## src/sv/srq_pkg.sv

```systemverilog
`timescale 1ns / 1ps
// ----------------------------------------------------------------------------
// Sorted request queue package
// Shared depth constants, action and status codes, and the cell control type.
// ----------------------------------------------------------------------------
package srq_pkg;

   localparam int QUEUE_DEPTH = 16;
   localparam int KEY_W       = 64;
   localparam int TAG_W       = 16;
   localparam int COUNT_W     = $clog2(QUEUE_DEPTH + 1);

   typedef enum logic {
      ACT_INSERT = 1'b0,
      ACT_TAKE   = 1'b1
   } action_type;

   typedef enum logic [1:0] {
      ST_INSERTED = 2'd0,
      ST_FULL     = 2'd1,
      ST_TAKEN    = 2'd2,
      ST_EMPTY    = 2'd3
   } status_type;

   // Per-cycle command broadcast to every cell of the chain.
   typedef struct packed {
      logic insert;
      logic take;
   } srq_ctrl_type;

endpackage

```

## src/sv/srq_cell.sv

```systemverilog
`timescale 1ns / 1ps
// ----------------------------------------------------------------------------
// Sorted request queue cell
// One queue slot: compares its key with the incoming key and either holds,
// shifts from its left neighbor, loads the new request or shifts from the right.
// ----------------------------------------------------------------------------
module srq_cell
   import srq_pkg::*;
(
   input  logic                     clock,
   input  srq_ctrl_type             ctrl,
   input  logic                     occupied,
   input  logic signed [KEY_W-1:0]  new_key,
   input  logic        [TAG_W-1:0]  new_tag,
   input  logic                     left_place,
   input  logic signed [KEY_W-1:0]  left_key,
   input  logic        [TAG_W-1:0]  left_tag,
   input  logic signed [KEY_W-1:0]  right_key,
   input  logic        [TAG_W-1:0]  right_tag,
   output logic                     place,
   output logic signed [KEY_W-1:0]  key_ff,
   output logic        [TAG_W-1:0]  tag_ff
);

   logic signed [KEY_W-1:0] key_in;
   logic        [TAG_W-1:0] tag_in;

   // An empty slot, or one whose key is strictly greater, lies behind the
   // insertion point; equal keys stay ahead so that ties leave in order.
   assign place = !occupied || (key_ff > new_key);

   always_comb begin
      key_in = key_ff;
      tag_in = tag_ff;
      if (ctrl.take) begin
         key_in = right_key;
         tag_in = right_tag;
      end else if (ctrl.insert && place) begin
         if (left_place) begin
            key_in = left_key;
            tag_in = left_tag;
         end else begin
            key_in = new_key;
            tag_in = new_tag;
         end
      end
   end

   always_ff @(posedge clock) begin
      key_ff <= key_in;
      tag_ff <= tag_in;
   end

endmodule

```

## src/sv/sorted_request_queue_top.sv

```systemverilog
`timescale 1ns / 1ps
// ----------------------------------------------------------------------------
// Sorted request queue
// Bounded queue of requests kept in ascending signed key order, built as a
// chain of cells that compare and shift in parallel.
// ----------------------------------------------------------------------------
// Result: a request taken at a clock edge gives its result strobe in the
// following cycle.
// Throughput: one request per cycle; every cell compares against the new key
// in parallel and the whole chain shifts in that same cycle, so busy stays low.
// Reset: synchronous, active high; it empties the queue and clears the strobe.
// The receiver cannot stall: each result is shown for exactly one cycle.
module sorted_request_queue_top
   import srq_pkg::*;
(
   input  logic                      clock,
   input  logic                      reset,
   input  logic                      start,
   output logic                      busy,
   input  logic                      req_action,
   input  logic signed [KEY_W-1:0]   req_order_key,
   input  logic        [TAG_W-1:0]   req_request_tag,
   output logic                      rsp_valid,
   output logic        [1:0]         rsp_status,
   output logic signed [KEY_W-1:0]   rsp_head_key,
   output logic        [TAG_W-1:0]   rsp_head_tag,
   output logic        [COUNT_W-1:0] rsp_fill_level
);

   // The chain finishes every request as it arrives, so it never stalls
   // the requester.
   assign busy = 1'b0;

   logic [COUNT_W-1:0] count_ff, count_in;
   logic               rsp_valid_ff;
   status_type         status_ff, status_in;
   logic signed [KEY_W-1:0] head_key_ff, head_key_in;
   logic        [TAG_W-1:0] head_tag_ff, head_tag_in;

   logic                    is_full, is_empty, accept;
   srq_ctrl_type            ctrl;

   logic                    place    [QUEUE_DEPTH];
   logic signed [KEY_W-1:0] cell_key [QUEUE_DEPTH];
   logic        [TAG_W-1:0] cell_tag [QUEUE_DEPTH];

   assign accept   = start && !busy;
   assign is_full  = (count_ff == COUNT_W'(QUEUE_DEPTH));
   assign is_empty = (count_ff == '0);

   // The inserted request is refused when the queue is full, and a take on
   // an empty queue leaves the chain untouched.
   assign ctrl.insert = accept && (action_type'(req_action) == ACT_INSERT) && !is_full;
   assign ctrl.take   = accept && (action_type'(req_action) == ACT_TAKE) && !is_empty;

   // Cell 0 is the head. Occupancy follows from the fill count: the valid
   // entries always form a prefix of the chain.
   for (genvar i = 0; i < QUEUE_DEPTH; i++) begin : g_cell
      logic                    occ;
      logic                    lplace;
      logic signed [KEY_W-1:0] lkey, rkey;
      logic        [TAG_W-1:0] ltag, rtag;

      assign occ = (count_ff > COUNT_W'(i));

      if (i == 0) begin : g_first
         assign lplace = 1'b0;
         assign lkey   = req_order_key;
         assign ltag   = req_request_tag;
      end else begin : g_inner
         assign lplace = place[i-1];
         assign lkey   = cell_key[i-1];
         assign ltag   = cell_tag[i-1];
      end

      // The last cell refills from itself on a take; it becomes unoccupied.
      if (i == QUEUE_DEPTH - 1) begin : g_last
         assign rkey = cell_key[i];
         assign rtag = cell_tag[i];
      end else begin : g_mid
         assign rkey = cell_key[i+1];
         assign rtag = cell_tag[i+1];
      end

      srq_cell u_cell (
         .clock      (clock),
         .ctrl       (ctrl),
         .occupied   (occ),
         .new_key    (req_order_key),
         .new_tag    (req_request_tag),
         .left_place (lplace),
         .left_key   (lkey),
         .left_tag   (ltag),
         .right_key  (rkey),
         .right_tag  (rtag),
         .place      (place[i]),
         .key_ff     (cell_key[i]),
         .tag_ff     (cell_tag[i])
      );
   end

   // Result and fill count for the request at hand.
   always_comb begin
      count_in    = count_ff;
      status_in   = ST_INSERTED;
      head_key_in = '0;
      head_tag_in = '0;
      if (action_type'(req_action) == ACT_INSERT) begin
         if (is_full) begin
            status_in = ST_FULL;
         end else begin
            status_in = ST_INSERTED;
            count_in  = count_ff + COUNT_W'(1);
         end
      end else begin
         if (is_empty) begin
            status_in = ST_EMPTY;
         end else begin
            status_in   = ST_TAKEN;
            head_key_in = cell_key[0];
            head_tag_in = cell_tag[0];
            count_in    = count_ff - COUNT_W'(1);
         end
      end
   end

   always_ff @(posedge clock) begin
      if (reset) begin
         count_ff     <= '0;
         rsp_valid_ff <= 1'b0;
      end else begin
         rsp_valid_ff <= accept;
         if (accept) begin
            count_ff <= count_in;
         end
      end
   end

   // Result payload needs no reset; it is qualified by the strobe.
   always_ff @(posedge clock) begin
      if (accept) begin
         status_ff   <= status_in;
         head_key_ff <= head_key_in;
         head_tag_ff <= head_tag_in;
      end
   end

   assign rsp_valid      = rsp_valid_ff;
   assign rsp_status     = status_ff;
   assign rsp_head_key   = head_key_ff;
   assign rsp_head_tag   = head_tag_ff;
   assign rsp_fill_level = count_ff;

endmodule

```

## config.mk

```make
export PLATFORM = sky130hd
export DESIGN_NAME = sorted_request_queue_top
export DESIGN_NICKNAME = d
export VERILOG_FILES = /design/src/sv/srq_pkg.sv /design/src/sv/srq_cell.sv /design/src/sv/sorted_request_queue_top.sv
export SDC_FILE = /design/constraint.sdc
export NUM_CORES = 2
export LEC_CHECK = 0
export BUFFER_PORTS_ARGS = -buffer_cell sky130_fd_sc_hd__buf_2
export CELL_PAD_IN_SITES_DETAIL_PLACEMENT = 0
export CELL_PAD_IN_SITES_GLOBAL_PLACEMENT = 2
export CORE_AREA = 2 2 559 339
export CTS_BUF_LIST = sky130_fd_sc_hd__clkbuf_2
export DETAILED_ROUTE_END_ITERATION = 16
export DIE_AREA = 0 0 561 341
export GPL_ROUTABILITY_DRIVEN = 0
export PLACE_DENSITY_LB_ADDON = 0.2
export SETUP_SLACK_MARGIN = 0.05
export SLEW_MARGIN = 25
export SYNTH_ARGS = -nofsm -noshare
export SYNTH_HDL_FRONTEND = slang
export SYNTH_SLANG_ARGS = --single-unit
```

## constraint.sdc

```tcl
create_clock -name clock -period 18.55 [get_ports clock]
set_input_delay 2.7825 -clock clock [delete_from_list [all_inputs] [get_ports clock]]
set_output_delay 2.7825 -clock clock [all_outputs]
set_load 0.005 [all_outputs]
```

* Word level (Yosys, flattened, before mapping) *
Cells that the tools add are included.

storage, ports and cells
  register bits = 1,368
  bits in latches = 0
  memory bits (writable) = 0
  bits in read-only memories = 0
  input port bits = 84
  memories = 0

cells by class
  $add $sub $neg = 2
  multipliers = 0
  div/mod/pow operators = 0
  $lt $le $gt $ge = 32
  equal/unequal tests = 3
  shift-type cells = 0
  mux-type cells = 96
  bitwise logic cells = 2
  reductions and logical operators = 73

operator list
  operator               count
  $mux W64               45
  $gt A64 B64 Y1         16
  $mux W16               45
  $gt A5 B4 Y1 const B   8
  $reduce_bool A2 Y1     15
  $gt A5 B3 Y1 const B   4
  $logic_and A1 B1 Y1    20
  $logic_not A1 Y1       18
  $logic_or A1 B1 Y1     16
  $mux W5                3
  $gt A5 B1 Y1 const B   2
  $gt A5 B2 Y1 const B   2
  $add A5 B1 Y5 const B  1
  $eq A5 B5 Y1 const B   1
  $logic_not A5 Y1       1
  $sub A5 B1 Y5 const B  1
  $ne A2 B2 Y1 const B   2
  $reduce_and A3 Y1      1
  $mux W1                2
  $mux W2                1
  $not A1 Y1             2
  $reduce_and A2 Y1      1
  $reduce_or A2 Y1       1

* Longest topological paths before layout *
  depth after elaboration = 6
  depth in mapped cells = 15
  gate-level depth less buffers = 11

* Hierarchy *
A second synthesis with hierarchy kept.

unflattened totals
  cells, all modules = 9,571
  area total of the unflattened synthesis = 94,697.1 sq um

modules (own cells, without submodules)
  module                    instances  cells each  area an instance (sq um)  seq. area each (sq um)
  srq_cell                  16         582         5,691.7                   2,402.3
  sorted_request_queue_top  1          259         3,629.7                   2,582.5

* Worst setup path before layout *
OpenSTA, ideal clock, no wires.

  kind = input port to flip-flop
  from = in req_order_key[63]
  to = reg g_cell[14].u_cell.key_ff[0], enable pin
  setup time = 629 ps
  arrival = 11,566 ps
  required time = 17,921 ps
  path slack = 6,355 ps
  cell stages on the path = 13
  cells stage by stage = clkbuf_1 inv_1 ha_1 and4_1 nand3_1 or3_1 or4_1 or3_1 o21ai_0 or4_1 a21oi_2 buf_4 o21ai_0

on the way
  longest elaborated chain between the ends = 4

ends and longest elaborated chain
  element                              line                            text
  from (decl)                          sorted_request_queue_top.sv:21  input logic signed [KEY_W-1:0] req_order_key,
  $gt A64 B64 Y1                       srq_cell.sv:30                  assign place = !occupied || (key_ff > new_key);
  $logic_or A1 B1 Y1                   srq_cell.sv:30
  $logic_and A1 B1 Y1                  srq_cell.sv:38                  end else if (ctrl.insert && place) begin
  $reduce_bool A2 Y1 (no source line)  -
  to (signal assigned)                 srq_cell.sv:50                  key_ff <= key_in;
  to (decl)                            srq_cell.sv:21                  output logic signed [KEY_W-1:0] key_ff,

No other way between the ends.
A chain may end at the register's enable or synchronous reset.

* Final worst setup path *
  from = in req_order_key[63]
  to = reg g_cell[15].u_cell.key_ff[37], data pin

on the way
  longest elaborated chain between the ends = 3

ends and longest elaborated chain
  element               line            text
  $gt A64 B64 Y1        srq_cell.sv:30
  $logic_or A1 B1 Y1    srq_cell.sv:30
  $mux W64              srq_cell.sv:39  if (left_place) begin
  to (signal assigned)  srq_cell.sv:50
  to (decl)             srq_cell.sv:21

No other way between the ends.

==> results_dict.tcl <==
set metrics [dict create \
    status "completed" \
    die_area_mm2 0.191 \
    drive_above_1_share 0.109 \
    synth_edf_count 1362 \
    worstHoldEndpoint "g_cell[9].u_cell.key_ff[56]$_DFFE_PP_" \
    via_per_inst 6.38 \
    critPathMaxFanout 49 \
    critPathBufInv 4 \
    hp-start "g_cell[10].u_cell.key_ff[56]$_DFFE_PP_" \
    core_mm2 0.186 \
    regToRegSetupSlack_ps 11910 \
    drc 0 \
    placed_cells 10700 \
    wl_per_cell_um 29.1 \
    fp-row-count 123 \
    grt_start_max_net_pins 224 \
    track_usage 0.336 \
    reg2reg_from "g_cell[14].u_cell.key_ff[63]$_DFFE_PP_" \
    htree_levels 5 \
    antenna_found_initial 32 \
    cts_sinks 1368 \
    dieWidth_um 561 \
    power.density_mw_per_mm2 118 \
    fin_total_pwr_mw 11.3 \
    io_buffers 171 \
    final_antenna_net_count 0 \
    fmax_ghz 0.123 \
    cts_buffers 360 \
    async_flop_share 0 \
    start_util 0.478 \
    whs_path_depth 2 \
    max_slew.worst_pin.slew_ps 1230 \
    path_class "input pin to flop" \
    hold_viol 0 \
    reg2reg_to "g_cell[15].u_cell.key_ff[37]$_DFFE_PP_" \
    overflow 0 \
    area_delta_synth_final_pct 7.67 \
    p_leak_nw 37.4 \
    period_minus_slack_ps 8100 \
    dpl.hpwl_mm 230 \
    io_pins 173 \
    drv_cap 0 \
    synth_top_area_frac 0.460 \
    slowest_stage "or4_1" \
    skew_ps 169 \
    min_path_type "flop to flop" \
    vias 72500 \
    critical_path_required_ps 19850 \
    nets 9726 \
    max_stage_delay_ps 790 \
    yosys-top-cells-count "1362 x edfxtp_1, 1063 x nand2_1, 1029 x ha_1" \
    post_cts_resized 0 \
    syn_nets 9566 \
    finalCritPeriodShare 0.437 \
    crit_cells 14 \
    postCtsSetupBuffers 0 \
    die_h_um 341 \
    yosysMostFrequentCell "edfxtp_1" \
    clockBufferDepth 4 \
    rsz0062_at_grt "no" \
    grt_pass1_wl_mm 473 \
    ys_seq_elements 1368 \
    first_pass_iters 6 \
    cts-root-buf "clkbuf_2" \
    cts_tree "done" \
    synth_area_leader_cell "edfxtp_1" \
    yosysSeqAreaShare 0.461 \
    synth_area_mm2 0.0890 \
    critPathCaptureType "flop" \
    layoutNonFillerInstCount 11400 \
    slew_violations 0 \
    synth_cell_types 67 \
    start_kind "input pin" \
    grt_pass1_vias 66700 \
    setup_viol 0 \
    wirelength_mm 331 \
    clk_pin_slew_ps 120 \
    cp_cell_sequence "buf_2 > inv_1 > ha_1 > and4_1 > nand3_1 > or3_1 > or4_1 > or3_1 > o21ai_0 > o22ai_1 > a21oi_4 > buf_4 > buf_4 > mux2_2" \
    drt_iter0_drc 10200 \
    path_delay_family "simple AND/OR/NAND/NOR gates" \
    synth_warnings 0 \
    clkLatencyLatePin_ps 1700 \
    syn_area_per_cell_um2 10.5 \
    ir_drop_mv 0.0766 \
    cts_hold_buf 0 \
    arrival_ps 9400 \
    fill_cells 17000 \
    slew_headroom 0.174 \
    ff2ff_path_depth 12 \
    synth_area_leaders "edfxtp_1 46%, ha_1 14%, mux2i_1 11%, a21oi_1 4.8%, nand2_1 4.5%" \
    synthFlopType "edfxtp_1" \
    fin_tns_setup_ps 0 \
    syn_inst 8453 \
]
-- cells in the final DEF, fill, tap and decap left out, drive strengths merged, types with 5 or more instances in the layout --
cell / count
edfxtp: 1362
nand2: 1063
ha: 1029
mux2i: 961
a21oi: 857
o21ai: 631
nor2: 559
clkbuf: 513
buf: 321
nand3: 224
nand4: 202
o211ai: 187
a21o: 182
inv: 127
and3: 86
mux2: 81
clkinv: 62
nor3: 46
and4: 39
nor2b: 35
a221oi: 35
nor4: 31
a211oi: 22
diode: 17
or4: 14
nand2b: 12
or3: 12
o21a: 10
o31ai: 10
o22ai: 8
a2111o: 8
a31oi: 8
o211a: 8
bufinv: 7
a2111oi: 7
a221o: 6
o221ai: 6
dfxtp: 6
and2: 5
a22oi: 5
-- logic make-up after synthesis --
logic type / share of synthesized area
fa+ha+maj: 0.145
buf+inv: 0.0281
other cells: 0.0000421
compound gates: 0.130
mux: 0.118
simple gates: 0.117
flops: 0.461
xor+xnor: 0.000492
-- state kept, by name, indices dropped and copies added, names as in the netlist --
signal / flops
rsp_head_tag: 16
rsp_status: 2
g_cell.u_cell.key_ff: 1024
rsp_head_key: 64
rsp_valid: 1
rsp_fill_level: 5
g_cell.u_cell.tag_ff: 256
-- power breakdown --
group | switching (mW) | internal [mW] | total (mW) | leakage, nW
Sequential | 0.636 | 4.46 | 5.09 | 13.0
Clock | 1.40 | 0.825 | 2.22 | 2.37
Combinational | 2.55 | 1.41 | 3.96 | 22.0
-- metal layers --
| metal | track usage | part of all wire | up-vias |
|---|---|---|---|
| met5 | 0 | 0.00012 | - |
| met4 | 0.0966 | 0.029 | 6 |
| met3 | 0.0916 | 0.13 | 460 |
| met2 | 0.422 | 0.37 | 4112 |
| met1 | 0.544 | 0.48 | 35400 |
| li1 | - | - | 32500 |
-- worst min-delay path: cells and delay by family (launching register included) --
kind,cells,cell delay [ps]
AOI/OAI and AO/OA,1,60
DFF,1,400
and+or+nand+nor,1,60
-- worst max-delay path by stage --
stage,from,endpoint,slack [ps]
finish,req_order_key[63],g_cell[15].u_cell.key_ff[37]$_DFFE_PP_,10450
global route,req_order_key[55],g_cell[4].u_cell.key_ff[34]$_DFFE_PP_,10530
CTS,req_order_key[55],g_cell[4].u_cell.key_ff[34]$_DFFE_PP_,10790
detailed placement,req_order_key[55],g_cell[4].u_cell.tag_ff[1]$_DFFE_PP_,9070
global placement,req_order_key[63],g_cell[6].u_cell.key_ff[52]$_DFFE_PP_,8870
floorplan,req_order_key[63],g_cell[14].u_cell.key_ff[0]$_DFFE_PP_,6360
-- layout make-up --
cell class	count	area (µm²)	area share
antenna	17	42.5	0.000444
clock buffer	513	2570	0.0268
clock inverter	76	489	0.00511
inverter	122	458	0.00478
multi-input combinational	6440	45900	0.479
sequential	1368	41000	0.428
tap	2500	3130	0.0326
timing repair buffer	321	2210	0.0231
-- per-stage QoR --
step	setup slack, ps	cell area, µm²	utilization	hold WS [ps]
2_1_floorplan	6360	89000	-	509
3_3_place_gp	8870	92500	0.497	529
3_5_place_dp	9070	92600	0.497	534
4_1_cts	10790	95700	0.514	488
5_1_grt	10530	95800	0.514	495
6_report	10450	95800	0.514	522
Note: power is estimated with default switching activity, not from simulation.
